**src/rtl/abrf_pkg.sv**
```systemverilog
package abrf_pkg;

   localparam logic [31:0] STATUS_AT_RESET = 32'h0000_00d3;
   localparam logic [4:0]  MODE_MASK       = 5'h1f;

   localparam logic [4:0] MODE_FIQ = 5'h11;
   localparam logic [4:0] MODE_IRQ = 5'h12;
   localparam logic [4:0] MODE_SVC = 5'h13;
   localparam logic [4:0] MODE_ABT = 5'h17;
   localparam logic [4:0] MODE_UND = 5'h1b;

   localparam logic [3:0] REG_R8  = 4'd8;
   localparam logic [3:0] REG_R13 = 4'd13;
   localparam logic [3:0] REG_R14 = 4'd14;

   typedef enum logic [2:0] {
      KIND_READ_REG   = 3'd0,
      KIND_WRITE_REG  = 3'd1,
      KIND_SET_MODE   = 3'd2,
      KIND_READ_SPSR  = 3'd3,
      KIND_WRITE_SPSR = 3'd4
   } req_kind_type;

   typedef enum logic [2:0] {
      BANK_USR = 3'd0,
      BANK_FIQ = 3'd1,
      BANK_IRQ = 3'd2,
      BANK_SVC = 3'd3,
      BANK_ABT = 3'd4,
      BANK_UND = 3'd5
   } bank_type;

   typedef struct packed {
      logic       wr_en;
      logic [3:0] idx;
      bank_type   bank;
   } gpr_op_type;

   typedef struct packed {
      logic         valid;
      req_kind_type kind;
      logic [4:0]   mode;
   } psr_op_type;

   function automatic bank_type bank_of(input logic [4:0] mode);
      bank_type b;
      b = BANK_USR;
      case (mode)
         MODE_FIQ: b = BANK_FIQ;
         MODE_IRQ: b = BANK_IRQ;
         MODE_SVC: b = BANK_SVC;
         MODE_ABT: b = BANK_ABT;
         MODE_UND: b = BANK_UND;
         default:  b = BANK_USR;
      endcase
      return b;
   endfunction

endpackage

```
**src/rtl/abrf_gpr.sv**
```systemverilog
module abrf_gpr (
   input  logic               clock,
   input  logic               reset,
   input  abrf_pkg::gpr_op_type op,
   input  logic [31:0]        wr_data,
   output logic [31:0]        rd_data
);

   logic [31:0] user_ff [16];
   logic [31:0] fiq_ff  [7];
   logic [31:0] priv_ff [4][2];

   logic       in_fiq;
   logic       in_priv;
   logic [2:0] fiq_sel;
   logic [1:0] priv_bank;
   logic       priv_slot;

   always_comb begin
      in_fiq    = (op.bank == abrf_pkg::BANK_FIQ) && (op.idx >= abrf_pkg::REG_R8)
                  && (op.idx <= abrf_pkg::REG_R14);
      in_priv   = (op.bank != abrf_pkg::BANK_FIQ) && (op.bank != abrf_pkg::BANK_USR)
                  && ((op.idx == abrf_pkg::REG_R13) || (op.idx == abrf_pkg::REG_R14));
      fiq_sel   = op.idx[2:0];
      priv_bank = 2'(op.bank - abrf_pkg::BANK_IRQ);
      priv_slot = op.idx[1];
   end

   always_comb begin
      if (in_fiq) begin
         rd_data = fiq_ff[fiq_sel];
      end else if (in_priv) begin
         rd_data = priv_ff[priv_bank][priv_slot];
      end else begin
         rd_data = user_ff[op.idx];
      end
   end

   always_ff @(posedge clock) begin
      if (reset) begin
         for (int i = 0; i < 16; i++) user_ff[i] <= '0;
         for (int i = 0; i < 7; i++) fiq_ff[i] <= '0;
         for (int b = 0; b < 4; b++) begin
            priv_ff[b][0] <= '0;
            priv_ff[b][1] <= '0;
         end
      end else if (op.wr_en) begin
         if (in_fiq) begin
            fiq_ff[fiq_sel] <= wr_data;
         end else if (in_priv) begin
            priv_ff[priv_bank][priv_slot] <= wr_data;
         end else begin
            user_ff[op.idx] <= wr_data;
         end
      end
   end

endmodule

```
**src/rtl/abrf_psr.sv**
```systemverilog
module abrf_psr (
   input  logic               clock,
   input  logic               reset,
   input  abrf_pkg::psr_op_type op,
   input  logic [31:0]        wr_data,
   output abrf_pkg::bank_type bank,
   output logic [31:0]        spsr_rd,
   output logic [31:0]        cpsr_in
);

   logic [31:0] cpsr_ff;
   logic [31:0] spsr_ff [5];
   logic [2:0]  spsr_sel;

   always_comb begin
      bank     = abrf_pkg::bank_of(cpsr_ff[4:0]);
      spsr_sel = 3'(bank - abrf_pkg::BANK_FIQ);
      spsr_rd  = (bank == abrf_pkg::BANK_USR) ? cpsr_ff : spsr_ff[spsr_sel];
      cpsr_in  = cpsr_ff;
      if (op.valid && (op.kind == abrf_pkg::KIND_SET_MODE)) begin
         cpsr_in = {cpsr_ff[31:5], op.mode & abrf_pkg::MODE_MASK};
      end
   end

   always_ff @(posedge clock) begin
      if (reset) begin
         cpsr_ff <= abrf_pkg::STATUS_AT_RESET;
         for (int i = 0; i < 5; i++) spsr_ff[i] <= '0;
      end else begin
         cpsr_ff <= cpsr_in;
         if (op.valid && (op.kind == abrf_pkg::KIND_WRITE_SPSR)
             && (bank != abrf_pkg::BANK_USR)) begin
            spsr_ff[spsr_sel] <= wr_data;
         end
      end
   end

endmodule

```
**src/rtl/arm_banked_register_file.sv**
```systemverilog
// channel  | ports                                               | handshake
// ---------+-----------------------------------------------------+---------------------
// request  | req_type req_reg_index req_write_data req_new_mode  | start && !busy
// response | rsp_read_data rsp_current_mode rsp_status_word      | rsp_valid, 1 cycle
//
// One beat per cycle while busy is low; a request beat is captured in the request
// register and its response in the response register, with the bank decode and
// register read between them; mode changes only rewrite the CPSR mode field.
// Reset clears the GPRs and SPSRs, loads CPSR 0xd3 (SVC); busy is high for one cycle.
// The receiver cannot stall: busy never rises after reset.
module arm_banked_register_file (
   input  logic        clock,
   input  logic        reset,
   input  logic        start,
   output logic        busy,
   input  logic [2:0]  req_type,
   input  logic [3:0]  req_reg_index,
   input  logic [31:0] req_write_data,
   input  logic [4:0]  req_new_mode,
   output logic        rsp_valid,
   output logic [31:0] rsp_read_data,
   output logic [4:0]  rsp_current_mode,
   output logic [31:0] rsp_status_word
);

   logic                   busy_ff;
   logic                   req_valid_ff;
   abrf_pkg::req_kind_type req_kind_ff;
   logic [3:0]             req_idx_ff;
   logic [31:0]            req_data_ff;
   logic [4:0]             req_mode_ff;

   logic                   rsp_valid_ff;
   logic [31:0]            rsp_read_data_ff, rsp_read_data_in;
   logic [31:0]            rsp_status_ff;

   abrf_pkg::gpr_op_type   gpr_op;
   abrf_pkg::psr_op_type   psr_op;
   abrf_pkg::bank_type     bank;
   logic [31:0]            gpr_rd;
   logic [31:0]            spsr_rd;
   logic [31:0]            cpsr_in;
   logic                   accept;

   assign accept = start && !busy_ff;
   assign busy   = busy_ff;

   always_ff @(posedge clock) begin
      if (reset) begin
         busy_ff      <= 1'b1;
         req_valid_ff <= 1'b0;
         rsp_valid_ff <= 1'b0;
      end else begin
         busy_ff      <= 1'b0;
         req_valid_ff <= accept;
         rsp_valid_ff <= req_valid_ff;
      end
   end

   always_ff @(posedge clock) begin
      if (accept) begin
         req_kind_ff <= abrf_pkg::req_kind_type'(req_type);
         req_idx_ff  <= req_reg_index;
         req_data_ff <= req_write_data;
         req_mode_ff <= req_new_mode;
      end
      rsp_read_data_ff <= rsp_read_data_in;
      rsp_status_ff    <= cpsr_in;
   end

   always_comb begin
      gpr_op.wr_en = req_valid_ff && (req_kind_ff == abrf_pkg::KIND_WRITE_REG);
      gpr_op.idx   = req_idx_ff;
      gpr_op.bank  = bank;
      psr_op.valid = req_valid_ff;
      psr_op.kind  = req_kind_ff;
      psr_op.mode  = req_mode_ff;
   end

   always_comb begin
      case (req_kind_ff)
         abrf_pkg::KIND_READ_REG:  rsp_read_data_in = gpr_rd;
         abrf_pkg::KIND_READ_SPSR: rsp_read_data_in = spsr_rd;
         default:                  rsp_read_data_in = '0;
      endcase
   end

   abrf_gpr u_gpr (
      .clock   (clock),
      .reset   (reset),
      .op      (gpr_op),
      .wr_data (req_data_ff),
      .rd_data (gpr_rd)
   );

   abrf_psr u_psr (
      .clock   (clock),
      .reset   (reset),
      .op      (psr_op),
      .wr_data (req_data_ff),
      .bank    (bank),
      .spsr_rd (spsr_rd),
      .cpsr_in (cpsr_in)
   );

   assign rsp_valid        = rsp_valid_ff;
   assign rsp_read_data    = rsp_read_data_ff;
   assign rsp_status_word  = rsp_status_ff;
   assign rsp_current_mode = rsp_status_ff[4:0];

   a_rsp_follows: assert property (@(posedge clock) disable iff (reset)
      req_valid_ff |=> rsp_valid)
      else $error("request beat produced no response");

   a_no_spurious: assert property (@(posedge clock) disable iff (reset)
      !req_valid_ff |=> !rsp_valid)
      else $error("response without request beat");

   a_write_reads_zero: assert property (@(posedge clock) disable iff (reset)
      (req_valid_ff && (req_kind_ff == abrf_pkg::KIND_WRITE_REG
                        || req_kind_ff == abrf_pkg::KIND_WRITE_SPSR
                        || req_kind_ff == abrf_pkg::KIND_SET_MODE))
      |=> (rsp_read_data == 32'd0))
      else $error("non-read request returned data");

   a_cpsr_upper_hold: assert property (@(posedge clock) disable iff (reset)
      req_valid_ff |=> (rsp_status_word[31:5] == $past(cpsr_in[31:5])))
      else $error("CPSR control bits changed");

endmodule
```
**config.mk**
```make
export PLATFORM = sky130hd
export DESIGN_NAME = arm_banked_register_file
export DESIGN_NICKNAME = d
export VERILOG_FILES = /design/src/rtl/abrf_pkg.sv /design/src/rtl/abrf_gpr.sv /design/src/rtl/abrf_psr.sv /design/src/rtl/arm_banked_register_file.sv
export SDC_FILE = /design/constraint.sdc
export NUM_CORES = 2
export LEC_CHECK = 0
export BUFFER_PORTS_ARGS = -buffer_cell sky130_fd_sc_hd__clkbuf_2
export CAP_MARGIN = 20
export CORE_ASPECT_RATIO = 1.4
export CORE_MARGIN = 2
export CORE_UTILIZATION = 40
export DETAILED_ROUTE_END_ITERATION = 12
export PLACE_DENSITY = 0.62
export SETUP_SLACK_MARGIN = 0.15
export SLEW_MARGIN = 10
export SYNTH_ARGS = -nofsm -noshare
export SYNTH_HDL_FRONTEND = slang
export SYNTH_SLANG_ARGS = --single-unit
```
**constraint.sdc**
```tcl
create_clock -name clock -period 9.7 [get_ports clock]
set_input_delay 0.97 -clock clock [delete_from_list [all_inputs] [get_ports clock]]
set_output_delay 0.97 -clock clock [all_outputs]
set_load 0.1 [all_outputs]
```
-- Word-level counts from Yosys, hierarchy flattened
Memory sizes are Yosys's and may differ from the RTL's. A register that Yosys moved wholly into a read port is not among the register bits.
Index checks and enable logic that the tools add are counted.
- register bits: 143
- bits in writable memories: 1152
- input bits: 47
- word-level logic and storage cells: 97
- memories: 4
- memory list (memory ; depth ; width ; rd ports ; clocked after Yosys merged registers in ; write ports ; line ; source):
    u_gpr.user_ff ; 16 ; 32 ; 1 ; 1 ; 16 ; abrf_gpr.sv:9 ; logic [31:0] user_ff [16];
    u_gpr.priv_ff ; 4 ; 64 ; 1 ; 0 ; 4 ; abrf_gpr.sv:11 ; logic [31:0] priv_ff [4][2];
    u_gpr.fiq_ff ; 7 ; 32 ; 1 ; 1 ; 7 ; abrf_gpr.sv:10 ; logic [31:0] fiq_ff [7];
    u_psr.spsr_ff ; 5 ; 32 ; 1 ; 0 ; 5 ; abrf_psr.sv:12 ; logic [31:0] spsr_ff [5];
- add/sub/neg operators: 2
- magnitude comparators: 4
- equal/unequal tests: 13
- mux-type cells: 44
- bitwise gates (word level): 1
- reductions and logical operators: 19
- operators by type and width (cell ; count):
    32-bit two-way mux ; 10
    64-bit two-way mux ; 3
    32-bit OR reduction ; 3
    32-bit case mux with 2 select lines ; 1
    64-bit OR reduction ; 1
    32-bit demux with 1-bit select ; 1
    5-bit equality test (second input constant) ; 5
    1-bit two-way mux ; 21
    3-bit case mux with 5 select lines ; 1
    1-bit logical AND ; 10
    3-bit two-way mux ; 3
    4-bit equality test (second input constant) ; 2
    4-bit two-way mux ; 2
    3-bit by 1-bit equality test with 1-bit output (second input constant) ; 2
    3-bit by 2-bit equality test with 1-bit output (second input constant) ; 2
    3-bit logical NOT ; 2
    5-bit two-way mux ; 1
    4-bit >= comparator (second input constant) ; 1
    4-bit <= comparator (second input constant) ; 1
    3-bit equality test (second input constant) ; 1
    3-bit by 1-bit != test with 1-bit output (second input constant) ; 1
    3-bit nonzero test ; 1
    3-bit by 1-bit subtractor with 3-bit output (second input constant) ; 1
    2-bit >= comparator (second input constant) ; 1
    6 further kinds ; 6

-- Depth between registers and ports, before layout
- depth after elaboration: 12
- gate-level depth with buffers: 13
- mapped depth without buffers: 10

-- Hierarchy
A second synthesis with hierarchy kept.
- cells, all modules: 4418
- area, all modules: 61733.0 um^2
- by module, submodules not included (module ; instances ; cells an instance ; area each (um^2)):
    abrf_gpr ; 1 ; 3310 ; 46503.4
    abrf_psr ; 1 ; 874 ; 11783.8
    arm_banked_register_file ; 1 ; 234 ; 3445.8

-- Least setup slack after synthesis
No wires, ideal clock.
- kind: register to register
- start: register u_psr.cpsr_ff[2]
- end: memory u_psr.spsr_ff[7][0], enable pin
- library setup time: 0.461 ns
- data arrival time: 4.548 ns
- data required time: 9.239 ns
- slack: 4.691 ns
- cell stages (with the launch flop): 11
- buffers on the path: 4
- path through: dfxtp_1 nand3b_1 nor2_2 inv_2 buf_2 buf_2 ha_1 ha_1 clkbuf_1 clkbuf_1 nor3_1
- RTL lines (element ; line ; source):
    start: declaration ; abrf_psr.sv:11 ; logic [31:0] cpsr_ff;
    start signal: assignment ; abrf_psr.sv:27 ; cpsr_ff <= abrf_pkg::STATUS_AT_RESET;
    start signal: assignment ; abrf_psr.sv:30 ; cpsr_ff <= cpsr_in;
    end: declaration ; abrf_psr.sv:12 ;

==> summary.txt <==
Pwr
  – Clock group share of total power: 40.2%
  – Share of total power in combinational logic: 6.9%
  – Power per Cell Area: 190 nW/um2
  – Net switching power: 3020 uW
  – Register share of total power: 52.9%
  – VDD IR-drop max: 0.000179 V
  – Switching power as a share of total power: 23.7%
  – Leakage power: 0.0250 uW
  – Cell-internal power: 9720 uW

Final layout
  – Share of cells above drive strength 1: 19.4%
  – FF/Latch Area: 40400 um2
  – Utilization of the core after routing: 44.7%
  – Area used by multi-input combinational logic: 18500 um2
  – Area added between synthesis and finish: 11.0%
  – Fin nets: 3995
  – Top library cells by usage in the layout, fill and taps aside: sky130_fd_sc_hd__edfxtp_1 (1292), sky130_fd_sc_hd__and2_1 (775), sky130_fd_sc_hd__mux4_2 (278)
  – Most common cell after layout, fill and taps aside: sky130_fd_sc_hd__edfxtp_1
  – Filler cell count in the final layout: 12900

Clock tree
  – CTS tree: done
  – CTS clk-pin slew, worst paths: 0.06 ns
  – Number of post-CTS setup repair buffers: 0
  – Sink Count: 1373
  – Number of buffers on the longest clock path: 3
  – Worst skew pair latency: 0.80 ns
  – Number of buffers inserted by hold repair at cts: 0
  – Cts bufs inserted: 134
  – Cts repair resizes: 0
  – H-tree levels: 4
  – Cell at the root of the clock tree: sky130_fd_sc_hd__clkbuf_16

Die
  – Core region area: 150000 um2
  – Rows: 168
  – Width of the die: 332 um
  – Initial core utilization: 40.3%
  – Die Y: 464 um
  – I/O pins: 118
  – Full die area: 154000 um2

Timing
  – Clk_skew: 0.0329 ns
  – Final setup vio count: 0
  – Smallest hold slack: 0.366 ns
  – Transition at the pin with the smallest max-transition slack: 1.09 ns
  – Final count of hold timing violations: 0
  – Clock period minus final worst setup slack: 5.36 ns
  – Setup TNS Final: 0 ns
  – Max Freq: 0.186 GHz
  – Max_slew headroom: 27.1%
  – Unrepaired setup endpoints after global routing: no
  – Period Utilization, post-route: 55.3%
  – Final Slew Violations: 0

Logic synthesis
  – Count of mapped cells out of synthesis: 3957
  – Fraction of the yosys area taken by sequential cells: 66.9%
  – Total number of yosys warnings: 0
  – Number of synthesized flops with an enable pin: 1292
  – Synth area leader: sky130_fd_sc_hd__edfxtp_1
  – Area contributors post-synth: sky130_fd_sc_hd__edfxtp_1 (64%), sky130_fd_sc_hd__mux4_2 (10%), sky130_fd_sc_hd__and2_1 (8.0%)
  – Synth Cell Area: 60400 um2
  – Number of synthesized register bits: 1373
  – Proportion of synthesized flip-flops having asynchronous set or reset: 0%
  – Area share of the largest cell type after synthesis: 64.2%
  – Flip-flop cell with the highest count after synthesis: sky130_fd_sc_hd__edfxtp_1
  – Post-synthesis average cell area: 15.3 um2
  – Post-synth cell types: 55

GRT
  – Initial antenna violation count: 19
  – Pin count of the biggest net entering global routing: 128
  – Vias in the first global route: 34100
  – Global-route congestion overflow total: 0
  – First-pass GRT wire length: 250 mm
  – Tot GR Track Use: 22.8%

Worst setup path
  – Required arrival time at the worst endpoint: 10.10 ns
  – Kind of end point of the critical path: register
  – CP Data Arrival Time: 5.77 ns
  – Start-to-end type of the worst setup path: reg -> reg
  – CP max stage delay: 0.91 ns
  – Cell with the largest stage delay on the worst path: sky130_fd_sc_hd__and3_1
  – Biggest fanout along the worst timing path: 51
  – Startpoint types: register
  – Worst path cell trace: nand3b_1 -> nor2_4 -> buf_4 -> ha_2 -> o2111ai_4 -> nor2_4 -> buf_4 -> and3_1 -> or2_2

Job
  – Max cap viols: 0

Drt
  – Number of detailed-routing iterations run before antenna repair: 6
  – Vias per inst: 5.69
  – Drt first-iter violations: 4177
  – Post-detailed-route count of antenna-violating nets: 0
  – Via count: 34200
  – DR WL/cell: 29.4 um
  – Post-route DRC violation count: 0
  – Total wire length: 177 mm

Worst hold path
  – Tightest Hold Check Type: in -> reg

Outcome
  – Outcome: completed

Placed design
  – Placer's final routability congestion estimate: 0.936
  – DP HPWL: 107 mm
  – Number of I/O port buffers: 90
cells by family after synthesis:
kind of cell	after synthesis	share of synthesized area, %
other	2	0.0124
buffers and inverters	447	3.32
AOI/OAI and AO/OA	222	2.61
xor gates and xnor gates	1	0.0145
adders and majority gates	5	0.104
DFF	1373	66.9
and+or+nand+nor	1482	14.2
muxes	425	12.9
metal layers:
layer	routed length (um)	GRT usage, %	vias to the layer above
li1	-	-	14600
met1	66300	28.5	17700
met2	89000	38.7	1520
met3	12200	2.92	329
met4	9370	11.7	2
met5	13	0	-
worst paths after layout:
path	startpoint	to	slack [ns]	depth (start not counted)
worst max-delay path	u_psr.cpsr_ff[4]	u_gpr.fiq_ff[0][8]	4.34	9
worst min-delay path	req_write_data[18]	req_data_ff[18]	0.37	1
worst max register to register	u_psr.cpsr_ff[4]	u_gpr.fiq_ff[0][8]	4.34	9
worst min register to register	u_gpr.fiq_ff[6][29]	u_gpr.fiq_ff[6][29]	0.45	2
critical path, delay by kind of cell, from the launching register on:
| kind | cells | cell delay (ns) |
|---|---|---|
| flops | 1 | 0.43 |
| compound gates | 1 | 0.46 |
| simple gates | 5 | 2.59 |
| fa+ha+maj | 1 | 0.34 |
| buf+inv | 2 | 1.09 |
flip-flops by register name, indices dropped and copies added, names as in the netlist, named ones only:
| register | cells |
|---|---|
| req_mode_ff | 5 |
| req_idx_ff | 4 |
| u_psr.cpsr_ff | 5 |
| u_gpr.user_ff | 512 |
| req_kind_ff | 3 |
| rsp_status_word | 5 |
| rsp_valid | 1 |
| req_data_ff | 32 |
| busy | 1 |
| u_gpr.priv_ff | 256 |
| u_psr.spsr_ff | 256 |
| rsp_read_data | 32 |
| u_gpr.fiq_ff | 256 |
| req_valid_ff | 1 |
per-stage QoR:
stage | cells | setup slack (ns) | power (uW) | area (um2)
after floorplan | 4014 | 4.69 | 7390 | 60600
after global placement | 5761 | 4.52 | 7740 | 62800
after detailed placement | 5761 | 4.40 | 7750 | 62800
after CTS | 6002 | 4.37 | 12800 | 67000
after global routing | 6004 | 3.91 | 13100 | 67000
final | 6008 | 4.34 | 12700 | 67000
power by group through the flow:
stage                     Sequential (uW)  Clock, uW  Combinational [uW]
after global placement               6860          0                 879
after global routing                 6750       5390                 909
after floorplan                      6870          0                 519
after CTS                            6740       5170                 884
final                                6740       5120                 884
after detailed placement             6860          0                 881
layout make-up:
class / count / share of cell area [%]
timing repair buffer: 203 / 2.00
tap: 1955 / 3.65
multi-input combinational: 2194 / 27.5
antenna: 5 / 0.0187
inverter: 37 / 0.207
sequential: 1373 / 60.3
clock inverter: 61 / 0.879
clock buffer: 180 / 5.38
Yosys cell counts (all sizes together), types with 2 or more instances:
cell type / number
inv: 37
clkbuf: 271
a22oi: 4
o21ai: 34
nand2: 213
nand2b: 8
dfxtp: 81
mux2: 39
nor3: 9
mux4: 278
a311o: 5
a221oi: 5
a22o: 10
edfxtp: 1292
nor4: 16
and2: 775
a32oi: 54
nor2: 108
a31oi: 7
and3: 261
and4bb: 3
or2: 28
nand3: 44
a21oi: 60
o2111ai: 2
ha: 5
o32ai: 24
buf: 139
nand3b: 2
a21o: 9
nor2b: 11
mux2i: 108
o2bb2ai: 2
conb: 2
Power figures use the tool's default switching activity.
